`src/hdl/tfr_pkg.sv`:
```
// Shared types, constants and request structs of the telemetry frame receiver.
package tfr_pkg;

  // Byte store size and address width.
  localparam int unsigned BufferBytes = 64;
  localparam int unsigned AddrW       = $clog2(BufferBytes);

  // Frame codes.
  localparam logic [7:0] HdrByte   = 8'hAA;
  localparam logic [7:0] FuncLimit = 8'hF1;
  localparam logic [7:0] FuncAtt   = 8'h01;
  localparam logic [7:0] FuncImu   = 8'h02;
  localparam logic [7:0] FuncAckLo = 8'h10;
  localparam logic [7:0] FuncAckHi = 8'h15;

  // Offset of the first payload byte within a frame.
  localparam logic [8:0] PayloadOfs = 9'd4;

  // Number of values per result set, as last index.
  localparam logic [3:0] AttLastIdx = 4'd2;
  localparam logic [3:0] ImuLastIdx = 4'd8;
  localparam logic [3:0] AckLastIdx = 4'd0;

  // Result kinds as they appear on the output.
  typedef enum logic [1:0] {
    KIND_ATT = 2'd0,
    KIND_IMU = 2'd1,
    KIND_ACK = 2'd2
  } kind_e;

  // Parser phases.
  typedef enum logic [2:0] {
    PH_IDLE = 3'd0,
    PH_HDR1 = 3'd1,
    PH_HDR2 = 3'd2,
    PH_FUNC = 3'd3,
    PH_LOAD = 3'd4,
    PH_SUM  = 3'd5
  } phase_e;

  // Control sequencer states.
  typedef enum logic [1:0] {
    CTL_RX  = 2'd0,
    CTL_RD  = 2'd1,
    CTL_OUT = 2'd2
  } ctl_e;

  // Write request into the byte store.
  typedef struct packed {
    logic             en;
    logic [AddrW-1:0] addr;
    logic [7:0]       data;
  } store_wr_t;

  // Dual read request from the byte store.
  typedef struct packed {
    logic             en;
    logic [AddrW-1:0] addr_hi;
    logic [AddrW-1:0] addr_lo;
  } store_rd_t;

endpackage

```
`src/hdl/tfr_if.sv`:
```
// Handshake channels of the telemetry frame receiver: received bytes and results.
interface tfr_rx_if;
  logic       valid;
  logic       ready;
  logic [7:0] rx_byte;

  modport source (output valid, output rx_byte, input ready);
  modport sink   (input valid, input rx_byte, output ready);
endinterface

interface tfr_res_if;
  logic               valid;
  logic               ready;
  logic [1:0]         kind;
  logic [7:0]         func_code;
  logic [3:0]         axis_index;
  logic signed [15:0] value;
  logic [7:0]         ack_checksum;
  logic               last;

  modport source (output valid, output kind, output func_code, output axis_index,
                  output value, output ack_checksum, output last, input ready);
  modport sink   (input valid, input kind, input func_code, input axis_index,
                  input value, input ack_checksum, input last, output ready);
endinterface

```
`src/hdl/tfr_store.sv`:
```
// Frame byte store: one write port, two registered read ports, reads zero until written.
module tfr_store (
  input  logic                clk_i,
  input  logic                rst_ni,
  input  tfr_pkg::store_wr_t  wr_i,
  input  tfr_pkg::store_rd_t  rd_i,
  output logic [7:0]          rd_hi_o,
  output logic [7:0]          rd_lo_o
);

  logic [7:0] mem [tfr_pkg::BufferBytes];
  logic [tfr_pkg::BufferBytes-1:0] written_q;
  logic [7:0] rd_hi_q;
  logic [7:0] rd_lo_q;

  // Per-entry written flags stand in for clearing the store at reset.
  always_ff @(posedge clk_i or negedge rst_ni) begin
    if (!rst_ni) begin
      written_q <= '0;
    end else if (wr_i.en) begin
      written_q[wr_i.addr] <= 1'b1;
    end
  end

  // Data array write.
  always_ff @(posedge clk_i) begin
    if (wr_i.en) begin
      mem[wr_i.addr] <= wr_i.data;
    end
  end

  // Registered reads; an entry never written reads as zero.
  always_ff @(posedge clk_i) begin
    if (rd_i.en) begin
      rd_hi_q <= written_q[rd_i.addr_hi] ? mem[rd_i.addr_hi] : 8'h00;
      rd_lo_q <= written_q[rd_i.addr_lo] ? mem[rd_i.addr_lo] : 8'h00;
    end
  end

  assign rd_hi_o = rd_hi_q;
  assign rd_lo_o = rd_lo_q;

endmodule

```
`src/hdl/telemetry_frame_receiver.sv`:
```
// Top level of the telemetry frame receiver: byte parser, store sequencer and output register.
// Ready stays high except while results drain.
// After a good sum byte of an attitude, imu or ack frame the block reads two store bytes per
// value in CTL_RD and loads each result in CTL_OUT; ready rises after the last result.
// Results leave through an output register, so a held result stalls only the drain.
// Reset clears the parser and the store's written flags at once; no clearing sweep is needed.
module telemetry_frame_receiver (
  input  logic     clk_i,
  input  logic     rst_ni,
  tfr_rx_if.sink   rx_i,
  tfr_res_if.source res_o
);

  tfr_pkg::phase_e    phase_q, phase_d;
  tfr_pkg::ctl_e      ctl_q, ctl_d;
  tfr_pkg::kind_e     kind_q, kind_d;
  logic [7:0]         bytes_left_q, bytes_left_d;
  logic [7:0]         pcount_q, pcount_d;
  logic [7:0]         sum_q, sum_d;
  logic [7:0]         func_q, func_d;
  logic [3:0]         idx_q, idx_d;
  logic [3:0]         last_idx_q, last_idx_d;

  logic               out_valid_q, out_valid_d;
  tfr_pkg::kind_e     o_kind_q, o_kind_d;
  logic [7:0]         o_func_q, o_func_d;
  logic [3:0]         o_axis_q, o_axis_d;
  logic [15:0]        o_value_q, o_value_d;
  logic [7:0]         o_ack_q, o_ack_d;
  logic               o_last_q, o_last_d;

  tfr_pkg::store_wr_t wr;
  tfr_pkg::store_rd_t rd;
  logic [7:0]         rd_hi;
  logic [7:0]         rd_lo;

  logic               in_fire;
  logic               out_free;
  logic [7:0]         b;
  logic [8:0]         payload_addr;
  logic [4:0]         word_addr;

  // Bytes are taken only while no results are draining.
  assign rx_i.ready = (ctl_q == tfr_pkg::CTL_RX);

  assign in_fire  = rx_i.valid && rx_i.ready;
  assign out_free = !out_valid_q || res_o.ready;
  assign b        = rx_i.rx_byte;

  assign payload_addr = {1'b0, pcount_q} + tfr_pkg::PayloadOfs;
  assign word_addr    = {idx_q, 1'b0} + 5'(tfr_pkg::PayloadOfs);

  tfr_store u_store (
    .clk_i   (clk_i),
    .rst_ni  (rst_ni),
    .wr_i    (wr),
    .rd_i    (rd),
    .rd_hi_o (rd_hi),
    .rd_lo_o (rd_lo)
  );

  // State registers.
  always_ff @(posedge clk_i or negedge rst_ni) begin
    if (!rst_ni) begin
      phase_q      <= tfr_pkg::PH_IDLE;
      ctl_q        <= tfr_pkg::CTL_RX;
      bytes_left_q <= '0;
      pcount_q     <= '0;
      out_valid_q  <= 1'b0;
    end else begin
      phase_q      <= phase_d;
      ctl_q        <= ctl_d;
      bytes_left_q <= bytes_left_d;
      pcount_q     <= pcount_d;
      out_valid_q  <= out_valid_d;
    end
  end

  // Payload registers.
  always_ff @(posedge clk_i) begin
    sum_q      <= sum_d;
    func_q     <= func_d;
    kind_q     <= kind_d;
    idx_q      <= idx_d;
    last_idx_q <= last_idx_d;
    o_kind_q   <= o_kind_d;
    o_func_q   <= o_func_d;
    o_axis_q   <= o_axis_d;
    o_value_q  <= o_value_d;
    o_ack_q    <= o_ack_d;
    o_last_q   <= o_last_d;
  end

  // Parser, store sequencer and output register loading.
  always_comb begin
    phase_d      = phase_q;
    ctl_d        = ctl_q;
    bytes_left_d = bytes_left_q;
    pcount_d     = pcount_q;
    sum_d        = sum_q;
    func_d       = func_q;
    kind_d       = kind_q;
    idx_d        = idx_q;
    last_idx_d   = last_idx_q;
    out_valid_d  = out_valid_q && !res_o.ready;
    o_kind_d     = o_kind_q;
    o_func_d     = o_func_q;
    o_axis_d     = o_axis_q;
    o_value_d    = o_value_q;
    o_ack_d      = o_ack_q;
    o_last_d     = o_last_q;
    wr           = '0;
    rd           = '0;

    case (ctl_q)
      tfr_pkg::CTL_RX: begin
        if (in_fire) begin
          wr.data = b;
          sum_d   = (phase_q == tfr_pkg::PH_IDLE) ? b : 8'(sum_q + b);
          phase_d = tfr_pkg::PH_IDLE;
          case (phase_q)
            tfr_pkg::PH_IDLE: begin
              if (b == tfr_pkg::HdrByte) begin
                phase_d = tfr_pkg::PH_HDR1;
                wr.en   = 1'b1;
                wr.addr = tfr_pkg::AddrW'(0);
              end
            end
            tfr_pkg::PH_HDR1: begin
              if (b == tfr_pkg::HdrByte) begin
                phase_d = tfr_pkg::PH_HDR2;
                wr.en   = 1'b1;
                wr.addr = tfr_pkg::AddrW'(1);
              end
            end
            tfr_pkg::PH_HDR2: begin
              if (b != 8'h00 && b < tfr_pkg::FuncLimit) begin
                phase_d = tfr_pkg::PH_FUNC;
                func_d  = b;
                wr.en   = 1'b1;
                wr.addr = tfr_pkg::AddrW'(2);
              end
            end
            tfr_pkg::PH_FUNC: begin
              if ({1'b0, b} < 9'(tfr_pkg::BufferBytes - 4)) begin
                phase_d      = tfr_pkg::PH_LOAD;
                bytes_left_d = b;
                pcount_d     = '0;
                wr.en        = 1'b1;
                wr.addr      = tfr_pkg::AddrW'(3);
              end
            end
            tfr_pkg::PH_LOAD: begin
              if (bytes_left_q != 8'h00) begin
                phase_d      = (bytes_left_q == 8'h01) ? tfr_pkg::PH_SUM : tfr_pkg::PH_LOAD;
                bytes_left_d = bytes_left_q - 8'h01;
                pcount_d     = pcount_q + 8'h01;
                wr.en        = 1'b1;
                wr.addr      = tfr_pkg::AddrW'(payload_addr);
              end
            end
            tfr_pkg::PH_SUM: begin
              // The sum byte is stored too, and may be read back as value data.
              wr.en   = 1'b1;
              wr.addr = tfr_pkg::AddrW'(payload_addr);
              sum_d   = sum_q;
              idx_d   = '0;
              if (b == sum_q) begin
                if (func_q == tfr_pkg::FuncAtt) begin
                  kind_d     = tfr_pkg::KIND_ATT;
                  last_idx_d = tfr_pkg::AttLastIdx;
                  ctl_d      = tfr_pkg::CTL_RD;
                end else if (func_q == tfr_pkg::FuncImu) begin
                  kind_d     = tfr_pkg::KIND_IMU;
                  last_idx_d = tfr_pkg::ImuLastIdx;
                  ctl_d      = tfr_pkg::CTL_RD;
                end else if (func_q >= tfr_pkg::FuncAckLo && func_q <= tfr_pkg::FuncAckHi) begin
                  kind_d     = tfr_pkg::KIND_ACK;
                  last_idx_d = tfr_pkg::AckLastIdx;
                  ctl_d      = tfr_pkg::CTL_RD;
                end
              end
            end
            default: phase_d = tfr_pkg::PH_IDLE;
          endcase
        end
      end

      // Fetch both bytes of the current value.
      tfr_pkg::CTL_RD: begin
        rd.en      = 1'b1;
        rd.addr_hi = tfr_pkg::AddrW'(word_addr);
        rd.addr_lo = tfr_pkg::AddrW'(word_addr + 5'd1);
        ctl_d      = tfr_pkg::CTL_OUT;
      end

      // Hand the result to the output register once it is free.
      tfr_pkg::CTL_OUT: begin
        if (out_free) begin
          out_valid_d = 1'b1;
          o_kind_d    = kind_q;
          o_func_d    = func_q;
          o_last_d    = (idx_q == last_idx_q);
          if (kind_q == tfr_pkg::KIND_ACK) begin
            o_axis_d  = '0;
            o_value_d = '0;
            o_ack_d   = sum_q;
          end else begin
            o_axis_d  = idx_q;
            o_value_d = {rd_hi, rd_lo};
            o_ack_d   = '0;
          end
          if (idx_q == last_idx_q) begin
            ctl_d = tfr_pkg::CTL_RX;
          end else begin
            idx_d = idx_q + 4'd1;
            ctl_d = tfr_pkg::CTL_RD;
          end
        end
      end

      default: ctl_d = tfr_pkg::CTL_RX;
    endcase
  end

  assign res_o.valid        = out_valid_q;
  assign res_o.kind         = o_kind_q;
  assign res_o.func_code    = o_func_q;
  assign res_o.axis_index   = o_axis_q;
  assign res_o.value        = o_value_q;
  assign res_o.ack_checksum = o_ack_q;
  assign res_o.last         = o_last_q;

endmodule

```
`src/flat_wrapper.sv`:
```
// flat-port wrapper written by rule: the top's interface ports become plain ports
module telemetry_frame_receiver_flat 
  (clk_i, rst_ni, rx_i_valid, rx_i_rx_byte, rx_i_ready, res_o_valid, res_o_kind, res_o_func_code, res_o_axis_index, res_o_value, res_o_ack_checksum, res_o_last, res_o_ready);
  tfr_rx_if rx_i_i ();
  tfr_res_if res_o_i ();
  input  logic clk_i;
  input  logic rst_ni;
  input wire logic [$bits(rx_i_i.valid)-1:0] rx_i_valid;
  input wire logic [$bits(rx_i_i.rx_byte)-1:0] rx_i_rx_byte;
  output wire logic [$bits(rx_i_i.ready)-1:0] rx_i_ready;
  output wire logic [$bits(res_o_i.valid)-1:0] res_o_valid;
  output wire logic [$bits(res_o_i.kind)-1:0] res_o_kind;
  output wire logic [$bits(res_o_i.func_code)-1:0] res_o_func_code;
  output wire logic [$bits(res_o_i.axis_index)-1:0] res_o_axis_index;
  output wire logic [$bits(res_o_i.value)-1:0] res_o_value;
  output wire logic [$bits(res_o_i.ack_checksum)-1:0] res_o_ack_checksum;
  output wire logic [$bits(res_o_i.last)-1:0] res_o_last;
  input wire logic [$bits(res_o_i.ready)-1:0] res_o_ready;
  assign rx_i_i.valid = rx_i_valid;
  assign rx_i_i.rx_byte = rx_i_rx_byte;
  assign rx_i_ready = rx_i_i.ready;
  assign res_o_valid = res_o_i.valid;
  assign res_o_kind = res_o_i.kind;
  assign res_o_func_code = res_o_i.func_code;
  assign res_o_axis_index = res_o_i.axis_index;
  assign res_o_value = res_o_i.value;
  assign res_o_ack_checksum = res_o_i.ack_checksum;
  assign res_o_last = res_o_i.last;
  assign res_o_i.ready = res_o_ready;
  telemetry_frame_receiver u_core (.clk_i(clk_i), .rst_ni(rst_ni), .rx_i(rx_i_i), .res_o(res_o_i));
endmodule
```
`config.mk`:
```
export PLATFORM = sky130hd
export DESIGN_NAME = telemetry_frame_receiver_flat
export DESIGN_NICKNAME = d
export VERILOG_FILES = /design/src/hdl/tfr_pkg.sv /design/src/hdl/tfr_if.sv /design/src/hdl/tfr_store.sv /design/src/hdl/telemetry_frame_receiver.sv /design/src/flat_wrapper.sv
export SDC_FILE = /design/constraint.sdc
export NUM_CORES = 1
export LEC_CHECK = 0
export ABC_AREA = 1
export BUFFER_PORTS_ARGS = -buffer_cell sky130_fd_sc_hd__clkbuf_2
export CORE_MARGIN = 2
export CORE_UTILIZATION = 50
export DETAILED_ROUTE_END_ITERATION = 8
export PLACE_DENSITY = 0.66
export SLEW_MARGIN = 25
export SYNTH_ARGS = -nofsm -noshare
export SYNTH_HDL_FRONTEND = slang
export SYNTH_SLANG_ARGS = --single-unit
```
`constraint.sdc`:
```
create_clock -name clk_i -period 2.9 [get_ports clk_i]
set_input_delay 0.29 -clock clk_i [delete_from_list [all_inputs] [get_ports clk_i]]
set_output_delay 0.29 -clock clk_i [all_outputs]
set_load 0.1 [all_outputs]
```
==> run_results.csv, run 1 <==
group,metric,value,unit
die,die_y,186.7,um
clocking,clk_latency,0.53,ns
synth,synth_top_flop_cell,"edfxtp_1",
timing,max_freq,0.3922,GHz
die,initial_core_util,51.01,%
worst_setup_path,critPathMaxStageDelay,0.39,ns
place,dpl.hpwl,27730,um
synth,synth_area_leaders,"edfxtp_1, dfrtp_1, nand2_1, nand3_1, nor2_1",
timing,finalHoldViolations,0,
synth,synth.largest_area_cell,"edfxtp_1",
timing,finalSetupTns,0,ns
worst_setup_path,cp_max_fo,8,
timing,fin_worst_skew,0.01930,ns
cells_and_area,layout_commonest_cell,"edfxtp_1",
synth,synth_cell_types,45,
synth,netlist_instances,1513,
cells_and_area,fin_util,57.97,%
synth,synth-seq-cells,386,
status,status,"finished, final reports clean",
synth,avgSynthCellArea,11.03,um2
cells_and_area,final_cell_mix,"edfxtp_1, nand2_1, nor2_1",
place,portBuffers,52,
global_route,grt_pass1_vias,11060,
timing,worst_slew_pin_slew,0.7240,ns
cells_and_area,finalNetCount,1623,
pwr,peakVddDrop,0.4067,mV
die,die_area,0.03484,mm2
cells_and_area,seq_area,0.01133,mm2
timing,fin_crit,2.549,ns
drt,wl_per_cell,20.70,um
min_path,holdCritPathClass,"input port to flip-flop",
cells_and_area,multi_input_area,0.004549,mm2
clocking,clock-sinks,386,
drt,ant_nets,0,
place,placed_area,0.01770,mm2
pwr,powerDensity,638.0,mW/mm2
synth,async_flop_share,13.47,%
synth,synth_top_cell_area_share,60.13,%
worst_setup_path,critical_path_arrival,2.77,ns
clocking,cts_tree,"built",
clocking,post_cts_resized,0,
clocking,cts_setup_buffers,0,
synth,synth_edf_count,334,
clocking,clkTransAtPathRegs,0.06,ns
synth,syn-num-nets,1540,
worst_setup_path,worstSetupPathType,"flip-flop to flip-flop",
drt,totalWireLength,42740,um
job,drv_cap,0,
clocking,cts_buffer_depth,3,
drt,first_pass_iters,5,
global_route,antenna_found_initial,0,
cells_and_area,fin_area,0.01896,mm2
worst_setup_path,critPathBufInv,3,
synth,ys_seq_area_share,67.93,%
clocking,numCtsBuffers,40,
cells_and_area,fillerInstances,2753,
worst_setup_path,crit_chain,"inv_1 > ha_1 > nand2_1 > o21ai_2 > nand2_4 > o211ai_1 > nand3_1 > nor2_1 > inv_1 > nor2_1 > buf_4",
global_route,grt_pass1_wl,65270,um
timing,period_share,87.91,%
global_route,grt_max_degree,76,
timing,rsz0062_at_grt,"no",
die,pin_count,53,
die,placementRows,66,
cells_and_area,diodes,0,
worst_setup_path,crit_family,"simple AND/OR/NAND/NOR gates",
die,core_area,0.03270,mm2
drt,drcViolationCount,0,
timing,setup_viol,0,
clocking,root_buffer,"clkbuf_16",
die,die_w,186.7,um
cells_and_area,area_growth_syn_to_layout,13.64,%
worst_setup_path,startpoint_type,"flip-flop",
worst_setup_path,endpoint_kind,"flip-flop",
drt,via_count,11770,
worst_setup_path,crit_required,3.12,ns
global_route,overflow,0,
synth,ys_warn_count,0,
cells_and_area,drive_gt1_share,13.06,%
drt,via_per_inst,5.700,
global_route,groute.usage.overall,24.43,%
worst_setup_path,cp_slowest_cell,"dfrtp_1",
timing,drv_slew,0,
pwr,leakage,0.007297,uW
synth,netlist_area,0.01668,mm2
clocking,cts_max_level,2,
place,gp_congestion,0.8940,
timing,slew_headroom,51.55,%
drt,drt_iter0_markers,1560,
[cells by family after synthesis]
kind of cell	Yosys count	synth area share, %
muxes	1	0.06001
adders and majority gates	15	1.170
buffers and inverters	205	4.996
AOI/OAI and AO/OA	179	6.676
and+or+nand+nor	718	18.70
xor gates and xnor gates	9	0.4726
DFF	386	67.93
[what timing repair did]
item,in CTS,in global routing
hold buffers,2,0
endpoints found under the hold margin,19,0
endpoints found under the setup margin,0,0
[metal layers]
| layer | vias to the layer above | GRT usage (%) | wire length, um |
|---|---|---|---|
| met3 | 84 | 5.548 | 4077 |
| li1 | 5423 | - | - |
| met5 | - | 0 | 0 |
| met2 | 599 | 36.75 | 18930 |
| met1 | 5664 | 35.45 | 18470 |
| met4 | 0 | 7.814 | 1263 |
[report_power, final]
| group | switching [uW] | leakage (uW) | internal, uW |
|---|---|---|---|
| sequential | 113 | 0.00361 | 6190 |
| combinational | 613 | 0.00309 | 281 |
| clock | 2040 | 0.000597 | 2860 |
| total | 2770 | 0.00730 | 9330 |
[cell usage after synthesis, types with 2 or more instances]
library cell / number
edfxtp_1: 334
nand2_1: 299
nor2_1: 186
nand3_1: 173
inv_1: 123
o21ai_0: 71
dfrtp_1: 52
buf_2: 33
clkbuf_1: 25
nand4_1: 25
o211ai_1: 25
a21oi_1: 21
o2111ai_1: 19
ha_1: 14
o21ai_1: 14
inv_2: 10
nand2_2: 8
nor2_2: 8
o21bai_1: 8
o22ai_1: 7
buf_1: 6
buf_4: 6
xor2_1: 6
nor3_1: 5
nor2_4: 4
o221ai_1: 4
xnor2_1: 3
a211oi_1: 2
clkinv_1: 2
nand2_4: 2
nor4_1: 2
o21ai_2: 2
or2_2: 2
[final cells by class]
class | instances | share of cell area, %
Multi-Input combinational cell | 922 | 24.00
Clock buffer | 52 | 5.630
Timing Repair Buffer | 111 | 4.132
Tap cell | 442 | 2.917
Clock inverter | 17 | 0.8778
Inverter | 135 | 2.673
Sequential cell | 386 | 59.77
[state kept, by name (all words and copies together), names as in the netlist]
signal	cells
u_core.bytes_left_q	8
u_core.ctl_q	2
u_core.func_q	8
u_core.idx_q	4
u_core.kind_q	1
u_core.last_idx_q	2
u_core.pcount_q	6
u_core.phase_q	3
u_core.res_o.ack_checksum	8
u_core.res_o.axis_index	4
u_core.res_o.func_code	8
u_core.res_o.kind	2
u_core.res_o.last	1
u_core.res_o.valid	1
u_core.res_o.value	16
u_core.sum_q	8
u_core.u_store.mem	256
u_core.u_store.rd_hi_o	8
u_core.u_store.rd_lo_o	8
u_core.u_store.written_q	32
[worst register-to-register path, cell delays in order (launching register included)]
cell,delay [ns]
dfrtp_1,0.39
inv_1,0.12
ha_1,0.18
nand2_1,0.08
o21ai_2,0.23
nand2_4,0.12
o211ai_1,0.17
nand3_1,0.13
nor2_1,0.30
inv_1,0.21
nor2_1,0.13
buf_4,0.18
[stage by stage]
stage | std cells | power [uW] | hold WS [ns] | setup WS [ns]
2_1_floorplan | 1513 | 6979 | -0.005591 | 0.1829
5_1_grt | 2065 | 12490 | 0.04736 | 0.2505
4_1_cts | 2065 | 12150 | 0.02881 | 0.3987
3_5_place_dp | 1994 | 7285 | 0.3284 | 0.4317
6_report | 2065 | 12090 | 0.04985 | 0.3505
3_3_place_gp | 1994 | 7266 | 0.3179 | 0.4745
[final timing paths]
kind                                               startpoint                                      end  slack, ns  cells past startpoint
setup / recovery           u_core.bytes_left_q[0]$_DFFE_PN0P_       u_core.u_store.mem[3][6]$_DFFE_PP_       0.35                     11
hold / removal                                rx_i_rx_byte[2]               u_core.func_q[2]$_DFFE_PP_       0.05                      1
setup reg to reg           u_core.bytes_left_q[0]$_DFFE_PN0P_       u_core.u_store.mem[3][6]$_DFFE_PP_       0.35                     11
hold reg to reg                    u_core.func_q[6]$_DFFE_PP_      u_core.res_o.func_code[6]$_DFFE_PP_       0.45                      0
max in group asynchronous                              rst_ni           u_core.pcount_q[2]$_DFFE_PN0P_       1.99                      3
min in group asynchronous                              rst_ni  u_core.u_store.written_q[9]$_DFFE_PN0P_       0.31                      2
No activity file was read; power rests on OpenSTA's default activity.
==> run 2: changes to the inputs <==
--- a/config.mk
+++ b/config.mk
@@ -10,6 +10,7 @@
 export CORE_MARGIN = 2
 export CORE_UTILIZATION = 50
 export DETAILED_ROUTE_END_ITERATION = 8
+export HOLD_SLACK_MARGIN = 0.08
 export PLACE_DENSITY = 0.66
 export SLEW_MARGIN = 25
 export SYNTH_ARGS = -nofsm -noshare
==> run_results.csv, run 2 (synthesized netlist as in run 1, its figures left out) <==
group,metric,value,unit
cells_and_area,fillerInstances,2752,
pwr,peakVddDrop,0.4068,mV
worst_setup_path,cp_max_fo,8,
worst_setup_path,rrSetupSlack,0.34,ns
cells_and_area,final_cell_mix,"edfxtp_1, nand2_1, nor2_1",
drt,drt_iter0_markers,1552,
global_route,overflow,0,
die,core_area,0.03270,mm2
die,die_y,186.7,um
timing,fin_hold_ws,0.09921,ns
clocking,clock-sinks,386,
die,die_w,186.7,um
die,die_area,0.03484,mm2
pwr,clock_power_share,40.5,%
global_route,busiest_layer,"met2",
clocking,clkTransAtPathRegs,0.06,ns
drt,via_per_inst,5.700,
global_route,grt_max_degree,76,
global_route,grt_pass1_vias,11090,
global_route,grt_util_met2,36.80,%
drt,drcViolationCount,0,
cells_and_area,drive_gt1_share,13.01,%
timing,fin_worst_skew,0.02239,ns
status,status,"finished, final reports clean",
place,dp_slack,0.4317,ns
timing,finalSetupTns,0,ns
cells_and_area,layout_commonest_cell,"edfxtp_1",
clocking,cts_max_level,2,
timing,rsz0062_at_grt,"no",
drt,via_count,11800,
pwr,p_sw,2768,uW
cells_and_area,fin_util,58.15,%
place,gp_congestion,0.8940,
cells_and_area,stdcell_count,2071,
timing,period_share,88.27,%
pwr,netSwitchingFraction,22.87,%
cells_and_area,area_growth_syn_to_layout,14.00,%
drt,first_pass_iters,7,
die,initial_core_util,51.01,%
place,dpl.hpwl,27730,um
global_route,grt_use_met3,5.548,%
timing,worst_slew_pin_slew,0.7317,ns
pwr,p_comb_share,7.4,%
pwr,leakage,0.007322,uW
clocking,root_buffer,"clkbuf_16",
timing,drv_slew,0,
drt,ant_nets,0,
worst_setup_path,worstSetupPathType,"flip-flop to flip-flop",
global_route,groute.usage.overall,24.46,%
worst_setup_path,startpoint_type,"flip-flop",
clocking,clk_latency,0.53,ns
pwr,intPower,9334,uW
timing,fin_crit,2.560,ns
timing,setup_viol,0,
die,placementRows,66,
global_route,grt_pass1_wl,65400,um
global_route,use_met1,35.50,%
place,portBuffers,52,
drt,wl_per_cell,20.68,um
timing,slew_headroom,51.04,%
worst_setup_path,critical_path_arrival,2.78,ns
worst_setup_path,crit_required,3.12,ns
cells_and_area,regMostFlops,"u_core.u_store.mem",
global_route,antenna_found_initial,0,
place,dp.cells,1994,
cells_and_area,largest_reg_flops,256,
timing,finalHoldViolations,0,
drt,totalWireLength,42830,um
timing,max_freq,0.3906,GHz
clocking,cts_tree,"built",
pwr,seqPwrFrac,52.1,%
worst_setup_path,endpoint_kind,"flip-flop",
min_path,holdCritPathClass,"input port to flip-flop",
cells_and_area,diodes,0,
die,pin_count,53,
timing,setup_slack,0.3401,ns
clocking,numCtsBuffers,40,
cells_and_area,finalNetCount,1629,
pwr,powerDensity,636.4,mW/mm2
clocking,cts_buffer_depth,3,
job,drv_cap,0,
==> run 2: cell count changes in the layout (fill, tap and decap cells not counted), sizes merged <==
cell | previous run | this run
dlygate4sd3 | 2 | 8
==> run 2: final timing paths <==
path                                                    start                                 endpoint  cells after the start
min reg2reg                        u_core.func_q[6]$_DFFE_PP_      u_core.res_o.func_code[6]$_DFFE_PP_                      0
max                        u_core.bytes_left_q[0]$_DFFE_PN0P_       u_core.u_store.mem[3][6]$_DFFE_PP_                     11
min in group asynchronous                              rst_ni  u_core.u_store.written_q[9]$_DFFE_PN0P_                      2
max in group asynchronous                              rst_ni           u_core.pcount_q[2]$_DFFE_PN0P_                      3
max reg2reg                u_core.bytes_left_q[0]$_DFFE_PN0P_       u_core.u_store.mem[3][6]$_DFFE_PP_                     11
min                                                rx_i_valid              u_core.ctl_q[0]$_DFFE_PN0P_                      3
==> run 2: per-stage QoR <==
stage | total power [uW] | area, um2
global route | 12500 | 19020
detailed placement | 7285 | 17700
global placement | 7266 | 17700
finish | 12100 | 19020
CTS | 12150 | 19020
floorplan | 6979 | 16680
==> run 2: metal layers <==
layer	up-vias	part of all wire, %
met1	5668	43
met4	0	3.1
li1	5431	-
met2	618	44
met3	87	9.8
met5	-	0
==> run 2: area by class of cell <==
cell class | count | area (um2) | share of cell area (%)
tap | 442 | 553.0 | 2.908
inverter | 135 | 506.7 | 2.665
multi-input combinational | 922 | 4549 | 23.92
clock buffer | 52 | 1067 | 5.612
clock inverter | 17 | 166.4 | 0.8751
sequential | 386 | 11330 | 59.58
timing repair buffer | 117 | 843.3 | 4.435
==> run 2: worst max-delay path: stages, from the launching register on <==
cell,delay [ns]
dfrtp_1,0.39
inv_1,0.12
ha_1,0.18
nand2_1,0.08
o21ai_2,0.23
nand2_4,0.12
o211ai_1,0.17
nand3_1,0.13
nor2_1,0.30
inv_1,0.21
nor2_1,0.13
buf_4,0.18
==> run 2: power by group through the flow <==
stage                     Clock, uW  Sequential, uW  Combinational [uW]
after floorplan                   0            6380                 596
after global placement            0            6410                 856
after detailed placement          0            6410                 872
after CTS                      4960            6300                 891
after global routing           5180            6310                1010
final                          4900            6300                 901
==> run 2: timing repair <==
| item | 4_1_cts | 5_1_grt |
|---|---|---|
| setup buffers | 0 | 0 |
| hold buffers | 8 | 0 |
| endpoints found under the hold margin | 25 | 0 |
| gates resized for setup | 0 | 0 |
